===== src/rtl/fed_pkg.sv =====
// Package of the flight event detector: sizes, codes and the structs that
// pass between its modules. No dependencies.
`default_nettype none

package fed_pkg;

  localparam int WINDOW_DEPTH = 16;
  localparam int SUM_W        = 16 + $clog2(WINDOW_DEPTH);
  localparam int FILL_W       = $clog2(WINDOW_DEPTH + 1);
  localparam int CMP_W        = SUM_W + 2;

  // Input item kinds, carried on tuser.
  localparam logic ACT_SAMPLE  = 1'b0;
  localparam logic ACT_RESTART = 1'b1;

  // Bits of the trigger enable register.
  localparam int EN_BURN_ACCEL   = 0;
  localparam int EN_BURN_TIMEOUT = 1;
  localparam int EN_APO_VEL      = 2;
  localparam int EN_APO_TIMEOUT  = 3;

  typedef enum logic [2:0] {
    REG_IGN_TRIGGER   = 3'd0,
    REG_IGN_MARGIN    = 3'd1,
    REG_GRACE_PERIOD  = 3'd2,
    REG_BURN_MARGIN   = 3'd3,
    REG_BURN_TIMEOUT  = 3'd4,
    REG_APO_MARGIN    = 3'd5,
    REG_APO_TIMEOUT   = 3'd6,
    REG_TRIG_ENABLES  = 3'd7
  } reg_idx_t;

  typedef struct packed {
    logic signed [15:0] ignition_trigger;
    logic [14:0]        ignition_margin;
    logic [31:0]        grace_period;
    logic [14:0]        burnout_accel_margin;
    logic [31:0]        burnout_timeout;
    logic [14:0]        apogee_velocity_margin;
    logic [31:0]        apogee_timeout;
    logic [3:0]         trigger_enables;
  } fed_cfg_t;

  typedef struct packed {
    logic signed [SUM_W-1:0] accel_sum;
    logic signed [SUM_W-1:0] velocity_sum;
    logic                    full;
  } fed_win_t;

  typedef struct packed {
    logic        ignited;
    logic        burned_out;
    logic        apogee_reached;
    logic [31:0] ignition_time;
    logic [31:0] burnout_time;
    logic [31:0] apogee_time;
  } fed_res_t;

endpackage

`default_nettype wire


===== src/rtl/fed_cell.sv =====
// One slot of the moving-average window: holds an accel and a velocity sample
// and hands them to the next slot on every push. No dependencies.
`default_nettype none

module fed_cell (
  input  wire logic               clk,
  input  wire logic               rst,
  input  wire logic               shift,
  input  wire logic signed [15:0] accel_in,
  input  wire logic signed [15:0] velocity_in,
  output logic signed [15:0]      accel,
  output logic signed [15:0]      velocity
);

  // Window contents reset to zero so the sums stay exact before fill.
  always_ff @(posedge clk) begin
    if (rst) begin
      accel    <= '0;
      velocity <= '0;
    end else if (shift) begin
      accel    <= accel_in;
      velocity <= velocity_in;
    end
  end

endmodule

`default_nettype wire


===== src/rtl/fed_window.sv =====
// Moving-average window: a chain of fed_cell slots, the running sums and the
// fill count. Depends on fed_pkg and fed_cell.
`default_nettype none

module fed_window (
  input  wire logic               clk,
  input  wire logic               rst,
  input  wire logic               push,
  input  wire logic signed [15:0] accel_in,
  input  wire logic signed [15:0] velocity_in,
  output fed_pkg::fed_win_t       win
);
  import fed_pkg::*;

  logic signed [15:0]       a_chain [0:WINDOW_DEPTH];
  logic signed [15:0]       v_chain [0:WINDOW_DEPTH];
  logic signed [SUM_W-1:0]  accel_sum;
  logic signed [SUM_W-1:0]  velocity_sum;
  logic [FILL_W-1:0]        fill;

  assign a_chain[0] = accel_in;
  assign v_chain[0] = velocity_in;

  for (genvar i = 0; i < WINDOW_DEPTH; i++) begin : g_cell
    fed_cell u_cell (
      .clk         (clk),
      .rst         (rst),
      .shift       (push),
      .accel_in    (a_chain[i]),
      .velocity_in (v_chain[i]),
      .accel       (a_chain[i+1]),
      .velocity    (v_chain[i+1])
    );
  end

  // The last slot holds the sample that leaves the window on this push.
  always_ff @(posedge clk) begin
    if (rst) begin
      accel_sum    <= '0;
      velocity_sum <= '0;
      fill         <= '0;
    end else if (push) begin
      accel_sum    <= accel_sum + SUM_W'(accel_in) - SUM_W'(a_chain[WINDOW_DEPTH]);
      velocity_sum <= velocity_sum + SUM_W'(velocity_in) - SUM_W'(v_chain[WINDOW_DEPTH]);
      if (fill != FILL_W'(WINDOW_DEPTH)) begin
        fill <= fill + 1'b1;
      end
    end
  end

  assign win.accel_sum    = accel_sum;
  assign win.velocity_sum = velocity_sum;
  assign win.full         = (fill == FILL_W'(WINDOW_DEPTH));

endmodule

`default_nettype wire


===== src/rtl/fed_events.sv =====
// Event logic of the flight event detector: epoch, sticky event flags and
// times, which also form the output register. Depends on fed_pkg.
`default_nettype none

module fed_events (
  input  wire logic        clk,
  input  wire logic        rst,
  input  wire logic        commit,
  input  wire logic        action,
  input  wire logic [31:0] time_ms,
  input  wire fed_pkg::fed_win_t win,
  input  wire fed_pkg::fed_cfg_t cfg,
  output fed_pkg::fed_res_t res
);
  import fed_pkg::*;

  logic [31:0]             epoch_time;
  fed_res_t                res_next;
  logic [31:0]             since_epoch;
  logic [31:0]             flight;
  logic [31:0]             ign_ref;
  logic signed [CMP_W-1:0] ign_margin_d;
  logic signed [CMP_W-1:0] ign_lhs;
  logic signed [CMP_W-1:0] trig_d;
  logic signed [CMP_W-1:0] burn_margin_d;
  logic signed [CMP_W-1:0] apo_margin_d;
  logic                    fire_ign;
  logic                    ign_now;
  logic                    fire_burn;
  logic                    fire_apo;

  always_comb begin
    ign_margin_d  = CMP_W'(cfg.ignition_margin) * CMP_W'(WINDOW_DEPTH);
    burn_margin_d = CMP_W'(cfg.burnout_accel_margin) * CMP_W'(WINDOW_DEPTH);
    apo_margin_d  = CMP_W'(cfg.apogee_velocity_margin) * CMP_W'(WINDOW_DEPTH);
    trig_d        = CMP_W'(cfg.ignition_trigger) * CMP_W'(WINDOW_DEPTH);
    ign_lhs       = CMP_W'(win.accel_sum) + ign_margin_d;
    since_epoch   = time_ms - epoch_time;

    fire_ign = !res.ignited && (since_epoch >= cfg.grace_period) && win.full &&
               (ign_lhs > trig_d);
    ign_now  = res.ignited || fire_ign;
    // Ignition on this very item gives a flight time of zero.
    ign_ref  = res.ignited ? res.ignition_time : time_ms;
    flight   = time_ms - ign_ref;

    fire_burn = ign_now && !res.burned_out &&
                ((cfg.trigger_enables[EN_BURN_ACCEL] && win.full &&
                  (CMP_W'(win.accel_sum) < burn_margin_d)) ||
                 (cfg.trigger_enables[EN_BURN_TIMEOUT] &&
                  (flight >= cfg.burnout_timeout)));
    fire_apo  = ign_now && !res.apogee_reached &&
                ((cfg.trigger_enables[EN_APO_VEL] && win.full &&
                  (CMP_W'(win.velocity_sum) < apo_margin_d)) ||
                 (cfg.trigger_enables[EN_APO_TIMEOUT] &&
                  (flight >= cfg.apogee_timeout)));

    res_next = res;
    if (action == ACT_RESTART) begin
      res_next = '0;
    end else begin
      if (fire_ign) begin
        res_next.ignited       = 1'b1;
        res_next.ignition_time = time_ms;
      end
      if (fire_burn) begin
        res_next.burned_out   = 1'b1;
        res_next.burnout_time = time_ms;
      end
      if (fire_apo) begin
        res_next.apogee_reached = 1'b1;
        res_next.apogee_time    = time_ms;
      end
    end
  end

  always_ff @(posedge clk) begin
    if (rst) begin
      res        <= '0;
      epoch_time <= '0;
    end else if (commit) begin
      res <= res_next;
      if (action == ACT_RESTART) begin
        epoch_time <= time_ms;
      end
    end
  end

endmodule

`default_nettype wire


===== src/rtl/flight_event_detector_unit.sv =====
// Flight event detector, top level.
// Path: an accepted input transaction waits in stage A, and its result is
// registered in the event state when stage A moves on.
// Throughput: one transaction per cycle while results are taken; the window
// sums update at accept, the event state (also the output register) as stage A moves.
// Reset (rst, synchronous, active high) clears registers, window and events.
`default_nettype none

module flight_event_detector_unit (
  input  wire logic         clk,
  input  wire logic         rst,
  // Input stream.
  input  wire logic         s_tvalid,
  output logic              s_tready,
  input  wire logic [63:0]  s_tdata,   // time_ms[31:0], vertical_accel[47:32],
                                       // vertical_velocity[63:48]
  input  wire logic         s_tuser,   // action: 0 sample, 1 restart
  // Result stream.
  output logic              m_tvalid,
  input  wire logic         m_tready,
  output logic [103:0]      m_tdata,   // ignited[0], burned_out[1],
                                       // apogee_reached[2], ignition_time[34:3],
                                       // burnout_time[66:35], apogee_time[98:67],
                                       // zero fill[103:99]
  // Configuration port.
  input  wire logic         psel,
  input  wire logic         penable,
  input  wire logic         pwrite,
  input  wire logic [4:0]   paddr,
  input  wire logic [31:0]  pwdata,
  output logic [31:0]       prdata,
  output logic              pready
);
  import fed_pkg::*;

  fed_cfg_t    cfg;
  fed_win_t    win;
  fed_res_t    res;
  reg_idx_t    reg_idx;
  logic        cfg_write;

  // Stage A holds an accepted transaction while the window sums for it settle.
  logic        a_valid;
  logic        a_action;
  logic [31:0] a_time;
  logic        a_move;
  logic        accept;

  // ---------------------------------------------------------------------------
  // Configuration registers. pready is tied high, so every access completes in
  // its access cycle. The register index is the word address.
  // ---------------------------------------------------------------------------
  assign pready    = 1'b1;
  assign reg_idx   = reg_idx_t'(paddr[4:2]);
  assign cfg_write = psel && penable && pwrite && pready;

  always_ff @(posedge clk) begin
    if (rst) begin
      cfg <= '0;
    end else if (cfg_write) begin
      case (reg_idx)
        REG_IGN_TRIGGER:  cfg.ignition_trigger       <= pwdata[15:0];
        REG_IGN_MARGIN:   cfg.ignition_margin        <= pwdata[14:0];
        REG_GRACE_PERIOD: cfg.grace_period           <= pwdata;
        REG_BURN_MARGIN:  cfg.burnout_accel_margin   <= pwdata[14:0];
        REG_BURN_TIMEOUT: cfg.burnout_timeout        <= pwdata;
        REG_APO_MARGIN:   cfg.apogee_velocity_margin <= pwdata[14:0];
        REG_APO_TIMEOUT:  cfg.apogee_timeout         <= pwdata;
        REG_TRIG_ENABLES: cfg.trigger_enables        <= pwdata[3:0];
        default: ;
      endcase
    end
  end

  // Reads return the stored value; the trigger reads back sign-extended.
  always_comb begin
    case (reg_idx)
      REG_IGN_TRIGGER:  prdata = 32'(cfg.ignition_trigger);
      REG_IGN_MARGIN:   prdata = 32'(cfg.ignition_margin);
      REG_GRACE_PERIOD: prdata = cfg.grace_period;
      REG_BURN_MARGIN:  prdata = 32'(cfg.burnout_accel_margin);
      REG_BURN_TIMEOUT: prdata = cfg.burnout_timeout;
      REG_APO_MARGIN:   prdata = 32'(cfg.apogee_velocity_margin);
      REG_APO_TIMEOUT:  prdata = cfg.apogee_timeout;
      REG_TRIG_ENABLES: prdata = 32'(cfg.trigger_enables);
      default:          prdata = '0;
    endcase
  end

  // ---------------------------------------------------------------------------
  // Flow control. Stage A moves into the output register whenever that register
  // is empty or its transaction is being taken, and a new input transaction is
  // taken whenever stage A is empty or moving on. Back-to-back transactions
  // flow at one per cycle; a waiting result holds up the input only once
  // stage A is also occupied.
  // ---------------------------------------------------------------------------
  assign a_move   = a_valid && (!m_tvalid || m_tready);
  assign s_tready = !a_valid || a_move;
  assign accept   = s_tvalid && s_tready;

  always_ff @(posedge clk) begin
    if (rst) begin
      a_valid  <= 1'b0;
      m_tvalid <= 1'b0;
    end else begin
      if (accept) begin
        a_valid <= 1'b1;
      end else if (a_move) begin
        a_valid <= 1'b0;
      end
      if (a_move) begin
        m_tvalid <= 1'b1;
      end else if (m_tready) begin
        m_tvalid <= 1'b0;
      end
    end
  end

  always_ff @(posedge clk) begin
    if (accept) begin
      a_action <= s_tuser;
      a_time   <= s_tdata[31:0];
    end
  end

  // The window sums change only on an accepted sample, at the same edge that
  // loads stage A, so they always belong to the transaction in stage A.
  // A restart leaves the window untouched.
  fed_window u_window (
    .clk         (clk),
    .rst         (rst),
    .push        (accept && (s_tuser == ACT_SAMPLE)),
    .accel_in    (s_tdata[47:32]),
    .velocity_in (s_tdata[63:48]),
    .win         (win)
  );

  // Event state updates when stage A moves on; it is also the result shown.
  fed_events u_events (
    .clk     (clk),
    .rst     (rst),
    .commit  (a_move),
    .action  (a_action),
    .time_ms (a_time),
    .win     (win),
    .cfg     (cfg),
    .res     (res)
  );

  assign m_tdata = {5'b0, res.apogee_time, res.burnout_time, res.ignition_time,
                    res.apogee_reached, res.burned_out, res.ignited};

endmodule

`default_nettype wire


===== config.mk =====
export PLATFORM = sky130hd
export DESIGN_NAME = flight_event_detector_unit
export DESIGN_NICKNAME = d
export VERILOG_FILES = /design/src/rtl/fed_pkg.sv /design/src/rtl/fed_cell.sv /design/src/rtl/fed_window.sv /design/src/rtl/fed_events.sv /design/src/rtl/flight_event_detector_unit.sv
export SDC_FILE = /design/constraint.sdc
export NUM_CORES = 2
export LEC_CHECK = 0
export BUFFER_PORTS_ARGS = -buffer_cell sky130_fd_sc_hd__buf_4
export CAP_MARGIN = 20
export CORE_ASPECT_RATIO = 0.75
export CORE_MARGIN = 2
export CORE_UTILIZATION = 30
export DETAILED_ROUTE_END_ITERATION = 6
export GPL_TIMING_DRIVEN = 0
export HOLD_SLACK_MARGIN = 0.02
export SETUP_SLACK_MARGIN = 0.02
export SLEW_MARGIN = 20
export SYNTH_ARGS = -nofsm -noshare
export SYNTH_HDL_FRONTEND = slang
export SYNTH_SLANG_ARGS = --single-unit
export TNS_END_PERCENT = 100

===== constraint.sdc =====
create_clock -name clk -period 11.8 [get_ports clk]
set_input_delay 1.18 -clock clk [delete_from_list [all_inputs] [get_ports clk]]
set_output_delay 1.18 -clock clk [all_outputs]
set_load 0.1 [all_outputs]

==> reports/metrics.yaml <==
cts:
  cts_resized: 0
  cts_setup_buffers: 0
  path_clk_slew_ps: 60
  clockRootBuffer: "clkbuf_16"
  clk_path_buf_depth: 3
  ctsHoldBuffers: 0
  cts.sinks: 884
  cts_tree: "built"
  numCtsBuffers: 96
  htreeDepth: 3
  clk_latency_ps: 710
routing:
  wire_per_inst_um: 17.9
  vias: 38100
  postRouteAntennaNets: 0
  dr.first_iter.drc_count: 3147
  wirelength_mm: 138
  dr.pass1.iters: 5
  post-route-drc-count: 0
  detail_route.vias_per_cell: 4.93
pwr:
  cellLeakagePower_nw: 17.8
  finalPower_w: 0.00746
  pwr_density_cell_mw_per_mm2: 150
  ir_worst_vdd_v: 0.000111
floorplanning:
  die_h_um: 329
  die_area_mm2: 0.144
  core_mm2: 0.140
  std_cell_rows: 119
  die_x_um: 438
  ios: 248
  initial_core_util_pct: 30.2
timing:
  fin_crit_ps: 7760
  timing.hold.ws_ps: 420
  fin_ws_ps: 4040
  drv_slew: 0
  worst_pin_slew_ps: 1160
  final-setup-viol-count: 0
  rsz0062_at_grt: "no"
  fin_crit_sh_pct: 65.7
  slew_headroom_pct: 22.9
  hold_violations: 0
  tns_ps: 0
  timing.fmax_ghz: 0.129
  fin_skew_ps: 55.1
yosys:
  syn-instance-count: 5429
  synth_seq_cells: 884
  syn-cell-area_mm2: 0.0423
  synth-edff-count: 33
  synth_common_cells: "1678 x nand2_1, 940 x a21oi_1, 851 x dfxtp_1"
  synth_area_leaders: "dfxtp_1 40%, nand2_1 15%, a21oi_1 11%"
  synth.avg_cell_area_um2: 7.79
  ys.flop_type: "dfxtp_1"
  yosysSeqAreaShare_pct: 42.6
  yosysWarningCount: 0
  synthMostInstantiatedCell: "nand2_1"
  yosysTopAreaCell: "dfxtp_1"
  synthArstFlopShare_pct: 0
  synthDistinctLibCells: 71
  post-synth-top-area-fraction_pct: 40.3
critical_path:
  crit_path_top_delay_cell: "nor4_4"
  ff2ff_path_depth: 23
  path_class: "flop to flop"
  slowest_delay_ps: 860
  r2r_start: "a_time[0]"
  cp_max_fo: 10
  critPathCaptureType: "flop"
  startpoint_type: "flop"
  crit_buf_inv: 3
  critPathRequiredTime_ps: 12420
  path_delay_family: "compound AO/OA/AOI/OAI gates"
  crit_start: "a_time[0]"
  r2r_end: "u_events.res[5]"
  crit_chain: "inv_1 > ha_1 > inv_1 > fa_1 > a21oi_1 > o211ai_1 > nand3_1 > o211ai_1 > o21ai_0 > o2111ai_1 > o41ai_1 > o311ai_0 > ha_1 > nand4_1 > or2_0 > nor3_2 > nand2_1 > nor4b_1 > a211oi_2 > a22oi_2 > nor4_4 > buf_6 > mux2i_1"
  crit_cells: 23
  cp-endpoint: "u_events.res[5]"
  arrival_ps: 8380
  r2r_slack_ps: 4040
placed_design:
  dp_slack_ps: 4270
  io_buffers: 233
  finalWeightedCongestion: 0.957
  dpl.hpwl_mm: 109
global_routing:
  grt_overflow: 0
  grt_max_degree: 19
  grt_util_all_layers_pct: 18.6
  antenna_found_initial: 13
  grt_pass1_vias: 35500
  grt_pass1_wl_mm: 209
layout:
  multi_input_area_mm2: 0.0217
  layout-drive-gt1-share_pct: 7.26
  fill_cells: 14600
  utilization_pct: 35.5
  regArea_mm2: 0.0180
  area_growth_pct: 17.8
  final_nets: 6178
outcome:
  status: "completed"
job:
  cap_violations: 0
hold_path:
  min_path_type: "flop to flop"
==> worst reg2reg max path: cells and delay by family, from the launching register on <==
kind,cells,cell delay [ps]
simple gates,7,2390
fa+ha+maj,3,930
buf+inv,3,510
mux,1,220
compound gates,9,3150
flops,1,480
==> where the power goes <==
group	internal (W)	switching [W]	leakage (nW)	total, W
Clock	0.00188	0.00130	1.61	0.00318
Combinational	0.000442	0.000742	8.98	0.00118
Sequential	0.00305	0.0000549	7.19	0.00310
==> sequential cells by signal (all words and copies together), names as in the netlist <==
register                         count
cfg                                161
u_window.velocity_sum               20
a_action                             1
a_valid                              1
u_events.epoch_time                 32
u_events.res                        99
u_window.fill                        5
a_time                              32
u_window.g_cell.u_cell.accel       256
u_window.g_cell.u_cell.velocity    256
u_window.accel_sum                  20
m_tvalid                             1
==> cell type report <==
type / instances / share of cell area, %
multi-input combinational: 3880 / 43.6
clock inverter: 29 / 0.864
buffer: 313 / 2.51
antenna: 3 / 0.0151
inverter: 356 / 2.68
clock buffer: 147 / 5.85
tap: 1875 / 4.71
sequential: 884 / 36.2
timing repair buffer: 235 / 3.59
==> cell usage in the layout (no fill, tap or decap), types with 8 or more instances in the layout <==
cell       synthesis  layout
clkbuf_1         285     309
dfxtp_1          851     851
or3_1             17      17
nand2_1         1678    1678
mux2i_1          124     124
a2111oi_0          9       9
ha_1             262     262
o22ai_1           15      15
a31oi_1            8       8
bufinv_16          0       8
o211ai_1          10      10
clkbuf_8           0      19
clkbuf_16          0     102
nor2b_1           23      23
buf_1             13      13
o31ai_1            9       9
inv_1            356     355
o21bai_1          12      12
nand4_1           31      31
a211oi_1          25      25
o21ai_0          138     138
and3_1            15      15
edfxtp_1          33      33
a221oi_1          15      15
xor2_1            30      30
nor3_1            30      29
nor2_1           135     135
o21a_1            23      23
a21oi_1          940     940
buf_4              6     239
fa_1              41      41
nand3_1           38      38
a21o_1            66      66
xnor2_1           67      67
nand2b_1          24      24
==> how the worst min path moves through the flow <==
stage	start	endpoint	slack [ps]	depth (start not counted)
6_report	u_window.g_cell[11].u_cell.accel[12]	u_window.g_cell[12].u_cell.accel[12]	420	2
5_1_grt	u_window.g_cell[12].u_cell.accel[10]	u_window.g_cell[13].u_cell.accel[10]	460	2
4_1_cts	u_window.g_cell[11].u_cell.accel[12]	u_window.g_cell[12].u_cell.accel[12]	410	2
3_5_place_dp	u_window.g_cell[9].u_cell.velocity[15]	u_window.g_cell[10].u_cell.velocity[15]	440	2
3_3_place_gp	u_window.g_cell[1].u_cell.velocity[15]	u_window.g_cell[2].u_cell.velocity[15]	440	2
2_1_floorplan	u_window.accel_sum[3]	u_window.accel_sum[3]	430	2
==> cell families after synthesis <==
logic type / count (synthesis) / synth area share, %
and+or+nand+nor: 2025 / 19.2
AOI/OAI and AO/OA: 1319 / 17.2
DFF: 884 / 42.6
buffers and inverters: 669 / 6.11
adders and majority gates: 303 / 9.69
muxes: 130 / 3.12
xor gates and xnor gates: 97 / 2.01
other: 2 / 0.0178
==> per-stage QoR <==
| stage | cell area [um2] | std cells |
|---|---|---|
| 5_1_grt | 49800 | 7721 |
| 3_5_place_dp | 46400 | 7542 |
| 4_1_cts | 49800 | 7718 |
| 6_report | 49800 | 7722 |
| 2_1_floorplan | 42300 | 5433 |
| 3_3_place_gp | 46400 | 7541 |
==> metal layers <==
metal	up-vias	global-route usage [%]	wire, um
met5	-	0	74
met4	12	5.55	3850
met3	198	4.24	10400
met2	1091	28.1	58600
met1	18100	26.3	65000
li1	18700	-	-
No activity file was read; power rests on OpenSTA's default activity.
